$ cat src/hw/rtl/wia_pkg.sv
// ----------------------------------------------------------------------------
// wia_pkg
// Shared types and constants of the window interval averager: operation
// codes, field widths, controller states and the command and status bundles.
// ----------------------------------------------------------------------------
package wia_pkg;

  localparam int OpW       = 2;
  localparam int TimeW     = 48;
  localparam int IntervalW = 32;
  localparam int SumW      = 36;
  localparam int FillW     = 5;
  localparam int MeanW     = 32;
  localparam int WinLenW   = 5;

  localparam int RingDepthDef = 16;
  localparam logic [WinLenW-1:0] WinLenRst = WinLenW'(16);

  // Operation codes carried by the op field.
  localparam logic [OpW-1:0] OP_RECORD = 2'd0;
  localparam logic [OpW-1:0] OP_START  = 2'd1;
  localparam logic [OpW-1:0] OP_RESET  = 2'd2;

  // Restoring divide: one quotient bit per step over the whole sum.
  localparam int DivSteps = SumW;
  localparam int DivCntW  = $clog2(DivSteps);

  typedef enum logic [4:0] {
    ST_IDLE   = 5'b00001,
    ST_FETCH  = 5'b00010,
    ST_UPDATE = 5'b00100,
    ST_DIVIDE = 5'b01000,
    ST_DONE   = 5'b10000
  } state_e;

  typedef struct packed {
    logic capture;
    logic cfg_write;
    logic fetch;
    logic commit;
    logic div_step;
    logic out_load;
  } cmd_t;

  typedef struct packed {
    logic is_record;
    logic div_last;
  } sts_t;

endpackage

$ cat src/hw/rtl/wia_ram.sv
// ----------------------------------------------------------------------------
// wia_ram
// Generic single-write, single-read RAM with a registered read port.
// ----------------------------------------------------------------------------
module wia_ram #(
  parameter int Width = 32,
  parameter int Depth = 16,
  localparam int AddrW = (Depth > 1) ? $clog2(Depth) : 1
) (
  input  logic             clk_i,
  input  logic             we_i,
  input  logic [AddrW-1:0] waddr_i,
  input  logic [Width-1:0] wdata_i,
  input  logic             re_i,
  input  logic [AddrW-1:0] raddr_i,
  output logic [Width-1:0] rdata_o
);

  logic [Width-1:0] mem_q [Depth];
  logic [Width-1:0] rdata_q;

  always_ff @(posedge clk_i) begin
    if (we_i) begin
      mem_q[waddr_i] <= wdata_i;
    end
    if (re_i) begin
      rdata_q <= mem_q[raddr_i];
    end
  end

  assign rdata_o = rdata_q;

endmodule

$ cat src/hw/rtl/wia_ctrl.sv
// ----------------------------------------------------------------------------
// wia_ctrl
// Sequencing state machine: takes one beat at a time, steps the datapath
// through fetch, for a record also update and divide, and loads the result.
// ----------------------------------------------------------------------------
module wia_ctrl (
  input  logic          clk_i,
  input  logic          rst_ni,
  input  logic          in_valid_i,
  output logic          in_ready_o,
  input  logic          cfg_valid_i,
  output logic          cfg_ready_o,
  output logic          out_valid_o,
  input  logic          out_ready_i,
  input  wia_pkg::sts_t sts_i,
  output wia_pkg::cmd_t cmd_o
);

  wia_pkg::state_e state_q, state_d;
  logic out_valid_q, out_valid_d;
  logic out_free;

  assign out_free    = !out_valid_q || out_ready_i;
  // A pending register write goes first when both arrive together.
  assign cfg_ready_o = (state_q == wia_pkg::ST_IDLE);
  assign in_ready_o  = (state_q == wia_pkg::ST_IDLE) && !cfg_valid_i;
  assign out_valid_o = out_valid_q;

  always_comb begin
    state_d = state_q;
    cmd_o   = '0;
    unique case (state_q)
      wia_pkg::ST_IDLE: begin
        cmd_o.cfg_write = cfg_valid_i;
        if (in_valid_i && !cfg_valid_i) begin
          cmd_o.capture = 1'b1;
          state_d       = wia_pkg::ST_FETCH;
        end
      end
      wia_pkg::ST_FETCH: begin
        cmd_o.fetch = 1'b1;
        state_d     = sts_i.is_record ? wia_pkg::ST_UPDATE : wia_pkg::ST_DONE;
      end
      wia_pkg::ST_UPDATE: begin
        cmd_o.commit = 1'b1;
        state_d      = wia_pkg::ST_DIVIDE;
      end
      wia_pkg::ST_DIVIDE: begin
        cmd_o.div_step = 1'b1;
        if (sts_i.div_last) begin
          state_d = wia_pkg::ST_DONE;
        end
      end
      wia_pkg::ST_DONE: begin
        if (out_free) begin
          cmd_o.out_load = 1'b1;
          state_d        = wia_pkg::ST_IDLE;
        end
      end
      default: begin
        state_d = wia_pkg::ST_IDLE;
      end
    endcase
  end

  always_comb begin
    out_valid_d = out_valid_q;
    if (cmd_o.out_load) begin
      out_valid_d = 1'b1;
    end else if (out_ready_i) begin
      out_valid_d = 1'b0;
    end
  end

  always_ff @(posedge clk_i or negedge rst_ni) begin
    if (!rst_ni) begin
      state_q     <= wia_pkg::ST_IDLE;
      out_valid_q <= 1'b0;
    end else begin
      state_q     <= state_d;
      out_valid_q <= out_valid_d;
    end
  end

endmodule

$ cat src/hw/rtl/wia_dpath.sv
// ----------------------------------------------------------------------------
// wia_dpath
// Datapath: window length register, mark time, interval ring with per-entry
// valid bits, running sum, fill count, bit-serial divider and output stage.
// ----------------------------------------------------------------------------
module wia_dpath #(
  parameter int RingDepth = wia_pkg::RingDepthDef,
  localparam int SlotW = (RingDepth > 1) ? $clog2(RingDepth) : 1
) (
  input  logic                          clk_i,
  input  logic                          rst_ni,
  input  wia_pkg::cmd_t                 cmd_i,
  output wia_pkg::sts_t                 sts_o,
  input  logic [wia_pkg::OpW-1:0]       op_i,
  input  logic [wia_pkg::TimeW-1:0]     now_time_i,
  input  logic [wia_pkg::WinLenW-1:0]   window_len_i,
  output logic [wia_pkg::IntervalW-1:0] interval_o,
  output logic [wia_pkg::SumW-1:0]      window_sum_o,
  output logic [wia_pkg::FillW-1:0]     fill_count_o,
  output logic [wia_pkg::MeanW-1:0]     mean_interval_o
);

  logic [wia_pkg::WinLenW-1:0]   win_len_q;
  logic [wia_pkg::OpW-1:0]       op_q;
  logic [wia_pkg::TimeW-1:0]     now_q;
  logic [wia_pkg::TimeW-1:0]     mark_q;
  logic [wia_pkg::IntervalW-1:0] interval_q;
  logic [wia_pkg::SumW-1:0]      sum_q;
  logic [wia_pkg::FillW-1:0]     count_q;
  logic [wia_pkg::MeanW-1:0]     mean_q;
  logic [SlotW-1:0]              slot_q;
  logic [RingDepth-1:0]          valid_q;

  logic [wia_pkg::SumW-1:0]      quo_q;
  logic [wia_pkg::FillW-1:0]     rem_q;
  logic [wia_pkg::FillW-1:0]     divisor_q;
  logic [wia_pkg::DivCntW-1:0]   div_cnt_q;

  logic [wia_pkg::IntervalW-1:0] out_interval_q;
  logic [wia_pkg::SumW-1:0]      out_sum_q;
  logic [wia_pkg::FillW-1:0]     out_count_q;
  logic [wia_pkg::MeanW-1:0]     out_mean_q;

  logic [wia_pkg::FillW-1:0]     len_eff;
  logic [SlotW-1:0]              slot_eff;
  logic [SlotW:0]                slot_inc;
  logic [SlotW-1:0]              slot_next;
  logic [wia_pkg::TimeW-1:0]     diff;
  logic [wia_pkg::IntervalW-1:0] interval_sat;
  logic [wia_pkg::IntervalW-1:0] ring_rdata;
  logic [wia_pkg::IntervalW-1:0] old_val;
  logic [wia_pkg::SumW-1:0]      sum_new;
  logic [wia_pkg::FillW-1:0]     count_new;
  logic [wia_pkg::FillW:0]       div_shift;
  logic                          div_bit;
  logic [wia_pkg::FillW-1:0]     rem_next;
  logic [wia_pkg::SumW-1:0]      quo_next;
  logic                          is_record;
  logic                          clear_win;

  // Window length as used: zero acts as one, and it never exceeds the ring.
  always_comb begin
    if (win_len_q == '0) begin
      len_eff = wia_pkg::FillW'(1);
    end else if (int'(win_len_q) > RingDepth) begin
      len_eff = wia_pkg::FillW'(RingDepth);
    end else begin
      len_eff = win_len_q;
    end
  end

  always_comb begin
    slot_eff = (int'(slot_q) >= int'(len_eff)) ? '0 : slot_q;
    slot_inc = {1'b0, slot_eff} + (SlotW+1)'(1);
    slot_next = (int'(slot_inc) >= int'(len_eff)) ? '0 : slot_inc[SlotW-1:0];
  end

  assign diff         = now_q - mark_q;
  assign interval_sat = (diff[wia_pkg::TimeW-1:wia_pkg::IntervalW] != '0) ?
                        '1 : diff[wia_pkg::IntervalW-1:0];
  assign is_record    = (op_q == wia_pkg::OP_RECORD);
  assign clear_win    = cmd_i.cfg_write || (cmd_i.fetch && op_q == wia_pkg::OP_RESET);

  assign old_val   = valid_q[slot_eff] ? ring_rdata : '0;
  assign sum_new   = sum_q - {{(wia_pkg::SumW-wia_pkg::IntervalW){1'b0}}, old_val};
  assign count_new = (count_q < len_eff) ? count_q + wia_pkg::FillW'(1) : count_q;

  // One restoring step: shift in the next dividend bit, subtract if it fits.
  // The remainder stays below the divisor, so it always fits the count width.
  always_comb begin
    div_shift = {rem_q, quo_q[wia_pkg::SumW-1]};
    div_bit   = (div_shift >= {1'b0, divisor_q});
    rem_next  = div_bit ? wia_pkg::FillW'(div_shift - {1'b0, divisor_q}) :
                          div_shift[wia_pkg::FillW-1:0];
    quo_next  = {quo_q[wia_pkg::SumW-2:0], div_bit};
  end

  assign sts_o.is_record = is_record;
  assign sts_o.div_last  = (div_cnt_q == '0);

  wia_ram #(
    .Width(wia_pkg::IntervalW),
    .Depth(RingDepth)
  ) u_ring (
    .clk_i  (clk_i),
    .we_i   (cmd_i.commit),
    .waddr_i(slot_eff),
    .wdata_i(interval_q),
    .re_i   (cmd_i.fetch && is_record),
    .raddr_i(slot_eff),
    .rdata_o(ring_rdata)
  );

  always_ff @(posedge clk_i or negedge rst_ni) begin
    if (!rst_ni) begin
      win_len_q <= wia_pkg::WinLenRst;
      mark_q    <= '0;
      sum_q     <= '0;
      count_q   <= '0;
      mean_q    <= '0;
      slot_q    <= '0;
      valid_q   <= '0;
      div_cnt_q <= '0;
    end else begin
      if (cmd_i.cfg_write) begin
        win_len_q <= window_len_i;
      end
      if (clear_win) begin
        sum_q   <= '0;
        count_q <= '0;
        slot_q  <= '0;
        valid_q <= '0;
      end
      if (cmd_i.fetch) begin
        if (is_record) begin
          sum_q <= sum_q + {{(wia_pkg::SumW-wia_pkg::IntervalW){1'b0}}, interval_sat};
        end else if (op_q == wia_pkg::OP_START || op_q == wia_pkg::OP_RESET) begin
          mark_q <= now_q;
        end
      end
      if (cmd_i.commit) begin
        sum_q             <= sum_new;
        count_q           <= count_new;
        slot_q            <= slot_next;
        valid_q[slot_eff] <= 1'b1;
        mark_q            <= now_q;
        div_cnt_q         <= wia_pkg::DivCntW'(wia_pkg::DivSteps - 1);
      end
      if (cmd_i.div_step) begin
        div_cnt_q <= div_cnt_q - wia_pkg::DivCntW'(1);
        if (div_cnt_q == '0) begin
          mean_q <= (quo_next[wia_pkg::SumW-1:wia_pkg::MeanW] != '0) ?
                    '1 : quo_next[wia_pkg::MeanW-1:0];
        end
      end
    end
  end

  // Payload registers: captured beat, divider working set and output stage.
  always_ff @(posedge clk_i) begin
    if (cmd_i.capture) begin
      op_q  <= op_i;
      now_q <= now_time_i;
    end
    if (cmd_i.fetch) begin
      interval_q <= is_record ? interval_sat : '0;
    end
    if (cmd_i.commit) begin
      quo_q     <= sum_new;
      rem_q     <= '0;
      divisor_q <= count_new;
    end else if (cmd_i.div_step) begin
      quo_q <= quo_next;
      rem_q <= rem_next;
    end
    if (cmd_i.out_load) begin
      out_interval_q <= interval_q;
      out_sum_q      <= sum_q;
      out_count_q    <= count_q;
      out_mean_q     <= mean_q;
    end
  end

  assign interval_o      = out_interval_q;
  assign window_sum_o    = out_sum_q;
  assign fill_count_o    = out_count_q;
  assign mean_interval_o = out_mean_q;

endmodule

$ cat src/hw/rtl/window_interval_average_top.sv
// A record beat passes through fetch, update and then 36 steps of the
// bit-serial divider, one quotient bit per cycle, before its result shows;
// start, reset and unused operations go from fetch to the output stage. The
// block takes a new beat only after the last result has gone to its output.
// Reset (rst_ni low, asynchronous) empties the window through per-entry valid
// bits, zeroes mark, sum, count and mean, and sets the window length to 16.
// ----------------------------------------------------------------------------
// window_interval_average_top
// Moving average of the intervals between timestamped events over a window
// of the most recent intervals, with a configurable window length.
// ----------------------------------------------------------------------------
module window_interval_average_top #(
  parameter int RingDepth = wia_pkg::RingDepthDef
) (
  input  logic                          clk_i,
  input  logic                          rst_ni,
  // Event beats: operation and the current time in microseconds.
  input  logic                          in_valid_i,
  output logic                          in_ready_o,
  input  logic [wia_pkg::OpW-1:0]       op_i,
  input  logic [wia_pkg::TimeW-1:0]     now_time_i,
  // Window length register write.
  input  logic                          cfg_valid_i,
  output logic                          cfg_ready_o,
  input  logic [wia_pkg::WinLenW-1:0]   window_len_i,
  // Result beats.
  output logic                          out_valid_o,
  input  logic                          out_ready_i,
  output logic [wia_pkg::IntervalW-1:0] interval_o,
  output logic [wia_pkg::SumW-1:0]      window_sum_o,
  output logic [wia_pkg::FillW-1:0]     fill_count_o,
  output logic [wia_pkg::MeanW-1:0]     mean_interval_o
);

  // The controller only sequences; every piece of state that the result
  // depends on lives in the datapath.
  wia_pkg::cmd_t cmd;
  wia_pkg::sts_t sts;

  // The controller accepts a beat only when idle, and a window length write
  // only then as well. A write also empties the window, so it is given
  // priority over a beat arriving in the same cycle.
  wia_ctrl u_ctrl (
    .clk_i      (clk_i),
    .rst_ni     (rst_ni),
    .in_valid_i (in_valid_i),
    .in_ready_o (in_ready_o),
    .cfg_valid_i(cfg_valid_i),
    .cfg_ready_o(cfg_ready_o),
    .out_valid_o(out_valid_o),
    .out_ready_i(out_ready_i),
    .sts_i      (sts),
    .cmd_o      (cmd)
  );

  // The datapath measures the interval, keeps the ring and the running sum,
  // and divides the sum by the fill count one quotient bit per cycle. Its
  // output stage holds a finished result while the next beat is taken.
  wia_dpath #(
    .RingDepth(RingDepth)
  ) u_dpath (
    .clk_i          (clk_i),
    .rst_ni         (rst_ni),
    .cmd_i          (cmd),
    .sts_o          (sts),
    .op_i           (op_i),
    .now_time_i     (now_time_i),
    .window_len_i   (window_len_i),
    .interval_o     (interval_o),
    .window_sum_o   (window_sum_o),
    .fill_count_o   (fill_count_o),
    .mean_interval_o(mean_interval_o)
  );

endmodule

$ cat config.mk
export PLATFORM = sky130hd
export DESIGN_NAME = window_interval_average_top
export DESIGN_NICKNAME = d
export VERILOG_FILES = /design/src/hw/rtl/wia_pkg.sv /design/src/hw/rtl/wia_ram.sv /design/src/hw/rtl/wia_ctrl.sv /design/src/hw/rtl/wia_dpath.sv /design/src/hw/rtl/window_interval_average_top.sv
export SDC_FILE = /design/constraint.sdc
export NUM_CORES = 1
export LEC_CHECK = 0
export ABC_AREA = 1
export BUFFER_PORTS_ARGS = -buffer_cell sky130_fd_sc_hd__buf_4
export CORE_MARGIN = 1
export CORE_UTILIZATION = 56
export CTS_BUF_LIST = sky130_fd_sc_hd__clkbuf_4 sky130_fd_sc_hd__clkbuf_8 sky130_fd_sc_hd__clkbuf_16
export DETAILED_ROUTE_END_ITERATION = 8
export HOLD_SLACK_MARGIN = 0.15
export PLACE_DENSITY = 0.76
export SYNTH_ARGS = -nofsm -noshare
export SYNTH_HDL_FRONTEND = slang
export SYNTH_SLANG_ARGS = --single-unit
$ cat constraint.sdc
create_clock -name clk_i -period 5.1 [get_ports clk_i]
set_input_delay 0.51 -clock clk_i [delete_from_list [all_inputs] [get_ports clk_i]]
set_output_delay 0.51 -clock clk_i [all_outputs]
set_load 0.03 [all_outputs]
==> summary.md <==
| Metric | Value |
|---|---|
| Share of flip-flops with an asynchronous set or reset | `0.1690` |
| Maximum number of pins on one net before global-route repair | `194` |
| Number of port buffers | `167` |
| P&R area growth vs syn | `18.39%` |
| Critical Path Fanout Max | `5` |
| Number of maximum-capacitance constraint violations | `0` |
| Depth of the most critical reg-to-reg path | `29` |
| Top-area cell type share of the netlist area | `0.5170` |
| Required time reported for the critical path endpoint | `between 5 and 6 ns` |
| Pwr Total | `between 0.03 and 0.04 W` |
| Warnings from Yosys | `0` |
| Post-synthesis instance total | `4534` |
| Grt total ovfl | `0` |
| Maximum ir drop on the vdd rail | `between 0.0003 and 0.0004 V` |
| Starting density of the core | `0.5666` |
| Total length of routed wires | `125400 um` |
| Total Die Area | `81200 um2` |
| Minimum setup slack among reg-to-reg paths | `0.23 ns` |
| Floorplan Core Area | `79130 um2` |
| RR Endpoint | `u_dpath.sum_q[19]` |
| RSZ-0062 raised after global routing | `true` |
| Synthesized cell area | `44840 um2` |
| # nets final | `approximately 5100` |
| Upper clock frequency limit | `between 200 and 250 MHz` |
| Clock Skews | `about 0.050 ns` |
| Fillers | `6028` |
| Clock tree from TritonCTS | `built` |
| Flip-flop and latch count after synthesis | `about 940` |
| CP dominant cell by count | `nand2_1` |
| Via count | `34528` |
| Leading area contributor after synthesis | `edfxtp_1` |
| Initial antenna violation count | `3` |
| Row count | `103` |
| Tmin final | `between 4 and 5 ns` |
| Path class of the lowest-slack min-delay path | `primary input to asynchronous set/reset pin` |
| Clock edge transition at the registers on the reported setup and hold paths | `0.07 ns` |
| Total nets after synthesis | `4736` |
| Worst endpoint data arrival time | `5.46 ns` |
| Worst Setup End Kind | `flop` |
| Antenna viol nets, final | `0` |
| Final hold violation count | `0` |
| Cell with the biggest individual delay on the critical path | `edfxtp_1` |
| Vertical extent of the die | `285.0 um` |
| Origin of the critical flop-to-flop path | `u_dpath.now_q[21]` |
| Final setup fails | `0` |
| Die span in x | `285.0 um` |
| Launching element type of the critical path | `flop` |
| # clock sinks | `935` |
| Post-route worst hold slack | `0.4187 ns` |
| H-tree Lvls | `3` |
| DP Wirelength | `between 80000 and 90000 um` |
| Leakage power of the design | `21.94 nW` |
| Number of cells after detailed placement | `5806` |
| Mean area per synthesized cell | `9.889 um2` |
| Max Root-Sink Buffers | `3` |
| Post-synth EDFFs | `772` |
| Result of the run | `finished, final reports clean` |
| Slew @ Worst Pin | `1.174 ns` |
| Post-route insts no fill | `6052` |
| Most frequently used flop master after synthesis | `edfxtp_1` |
| Layout Cell Area excl Fill | `53090 um2` |
| Final period util | `0.9559` |
| End point of the critical path | `u_dpath.sum_q[19]` |
| Number of remaining DRC errors | `0` |
| First-pass GRT wire length | `between 150000 and 200000 um` |
| Global router's overall resource usage | `0.3032` |
| Pins over their slew limit | `0` |
| Power per cell area | `around 600 nW/um2` |
| Synth top area cells | `edfxtp_1, dfrtp_1, nand2_1, o21ai_0, nor2_1` |
| Remaining max-slew budget at the tightest pin | `0.2175` |
| Mean routed wirelength per cell | `20.72 um` |
| Final setup TNS | `0 ns` |
| Gpl congestion | `1.001` |
| Placed inst area | `48680 um2` |
| TritonRoute pass-1 iters | `6` |
| Vias in the first global route | `32049` |
| Ratio of routed vias to standard cells | `about 5.7` |
| Number of CTS-inserted buffers | `93` |
| Start point of the critical path | `u_dpath.now_q[21]` |
| Setup Crit Path Kind | `flop to flop` |
| Largest stage delay, worst path | `0.44 ns` |
| I/O Pins | `~170` |
| Post-synthesis sequential area ratio | `0.6075` |
| CTS Root Buffer Type | `clkbuf_16` |
| Number of distinct standard cells referenced by the synthesized netlist | `53` |
| Iteration-0 DRC Markers | `3812` |
| Insertion delay to the later sink of the worst-skew pair | `0.69 ns` |
| Share of final-layout standard cells stronger than drive strength 1 | `0.1668` |
-- stage by stage --
step / worst slack (ns) / util
after floorplan: 0.6156 / -
after global placement: -0.03534 / 0.6153
after detailed placement: -0.02112 / 0.6153
after CTS: 0.03593 / 0.6633
after global routing: -0.08872 / 0.6709
final: 0.2251 / 0.6709
-- kinds of logic (layout without fill, tap and decap cells) --
kind of cell             Yosys count  in the layout  share of synthesized area
multiplexers                       5              5                   0.001256
AND/OR/NAND/NOR                 1867           1867                     0.1752
other                              0              1                          0
buffers and inverters            652           1119                    0.05737
XOR/XNOR                          64             64                    0.01250
flip-flops                       935            935                     0.6075
adder cells (fa/ha/maj)          142            142                    0.04029
AO/OA/AOI/OAI                    869            869                     0.1059
-- cell type report --
cell class / count / area [um2] / area share
Clock inverter: 52 / 601.8 / 0.01134
Timing Repair Buffer: 447 / 3772 / 0.07106
Inverter: 496 / 1864 / 0.03512
Tap cell: 1050 / 1314 / 0.02475
Antenna cell: 1 / 2.502 / 0.00004714
Clock buffer: 124 / 2616 / 0.04928
Multi-Input combinational cell: 2947 / 15670 / 0.2952
Sequential cell: 935 / 27240 / 0.5132
-- registers in the layout (all words and copies together), names as in the netlist --
name,flops
u_dpath.divisor_q,5
u_dpath.op_q,2
u_dpath.window_sum_o,36
u_dpath.mean_q,32
u_dpath.valid_q,16
u_dpath.u_ring.mem_q,512
u_dpath.sum_q,36
u_dpath.u_ring.rdata_o,32
u_dpath.interval_o,32
u_dpath.slot_q,4
u_dpath.div_cnt_q,6
u_dpath.count_q,5
u_dpath.now_q,48
u_ctrl.state_q,5
u_dpath.rem_q,5
u_dpath.mark_q,48
u_ctrl.out_valid_o,1
u_dpath.interval_q,32
u_dpath.fill_count_o,5
u_dpath.mean_interval_o,32
u_dpath.quo_q,36
u_dpath.win_len_q,5
-- power by group --
| part | switching (W) | internal, W | leakage (nW) | total (W) |
|---|---|---|---|---|
| combinational | 0.00928 | 0.00528 | 11.2 | 0.0146 |
| clock | 0.00299 | 0.00406 | 1.59 | 0.00705 |
| sequential | 0.000833 | 0.00937 | 9.14 | 0.0102 |
| total | 0.0131 | 0.0187 | 21.9 | 0.0318 |
-- layout by cell type (no fill, tap or decap), drive strengths merged, types with 126 or more instances in the layout --
master  count
nand3     177
edfxtp    772
o21ai     521
nand2     998
clkbuf    126
buf       387
ha        138
dfrtp     156
a21oi     169
inv       498
nor2      555
-- layer usage --
layer / GRT usage / wire, um / vias to the layer above
met5: 0 / 13 / -
met4: 0.1213 / 4898 / 2
met3: 0.04040 / 10870 / 273
met2: 0.4741 / 57020 / 1657
met1: 0.4319 / 52570 / 16458
li1: - / - / 16138
-- worst min path at each step --
| stage | start | end | depth (start not counted) |
|---|---|---|---|
| final | rst_ni | u_dpath.mean_q[19] | 2 |
| after global routing | u_dpath.mean_q[25] | u_dpath.mean_interval_o[25] | 0 |
| after CTS | rst_ni | u_dpath.mean_q[19] | 2 |
| after detailed placement | u_dpath.mean_q[25] | u_dpath.mean_interval_o[25] | 0 |
| after global placement | u_dpath.mean_q[26] | u_dpath.mean_interval_o[26] | 0 |
| after floorplan | rst_ni | u_ctrl.out_valid_o | 0 |
-- cells in the mapped netlist (all sizes together) (41+ instances only) --
cell type	count
a21oi	169
a31oi	41
buf	71
clkbuf	85
dfrtp	156
edfxtp	772
ha	138
inv	496
nand2	998
nand3	177
nor2	555
o211ai	68
o21ai	521
or2	72
-- what timing repair did --
item | CTS | global route
setup buffers | 0 | 8
gates resized for setup | 4 | 135
gates cloned | 0 | 3
endpoints found under the hold margin | 128 | 0
setup endpoints to repair | 3 | 66
hold buffers | 58 | 0
pin swaps | 0 | 26
-- critical path: cells and delay by family (launching register included) --
| kind | cells | cell delay, ns |
|---|---|---|
| xor gates and xnor gates | 1 | 0.22 |
| and+or+nand+nor | 16 | 1.80 |
| AOI/OAI and AO/OA | 3 | 0.69 |
| adders and majority gates | 2 | 0.77 |
| DFF | 1 | 0.44 |
| buffers and inverters | 7 | 0.83 |
(Power assumes the default switching activity.)
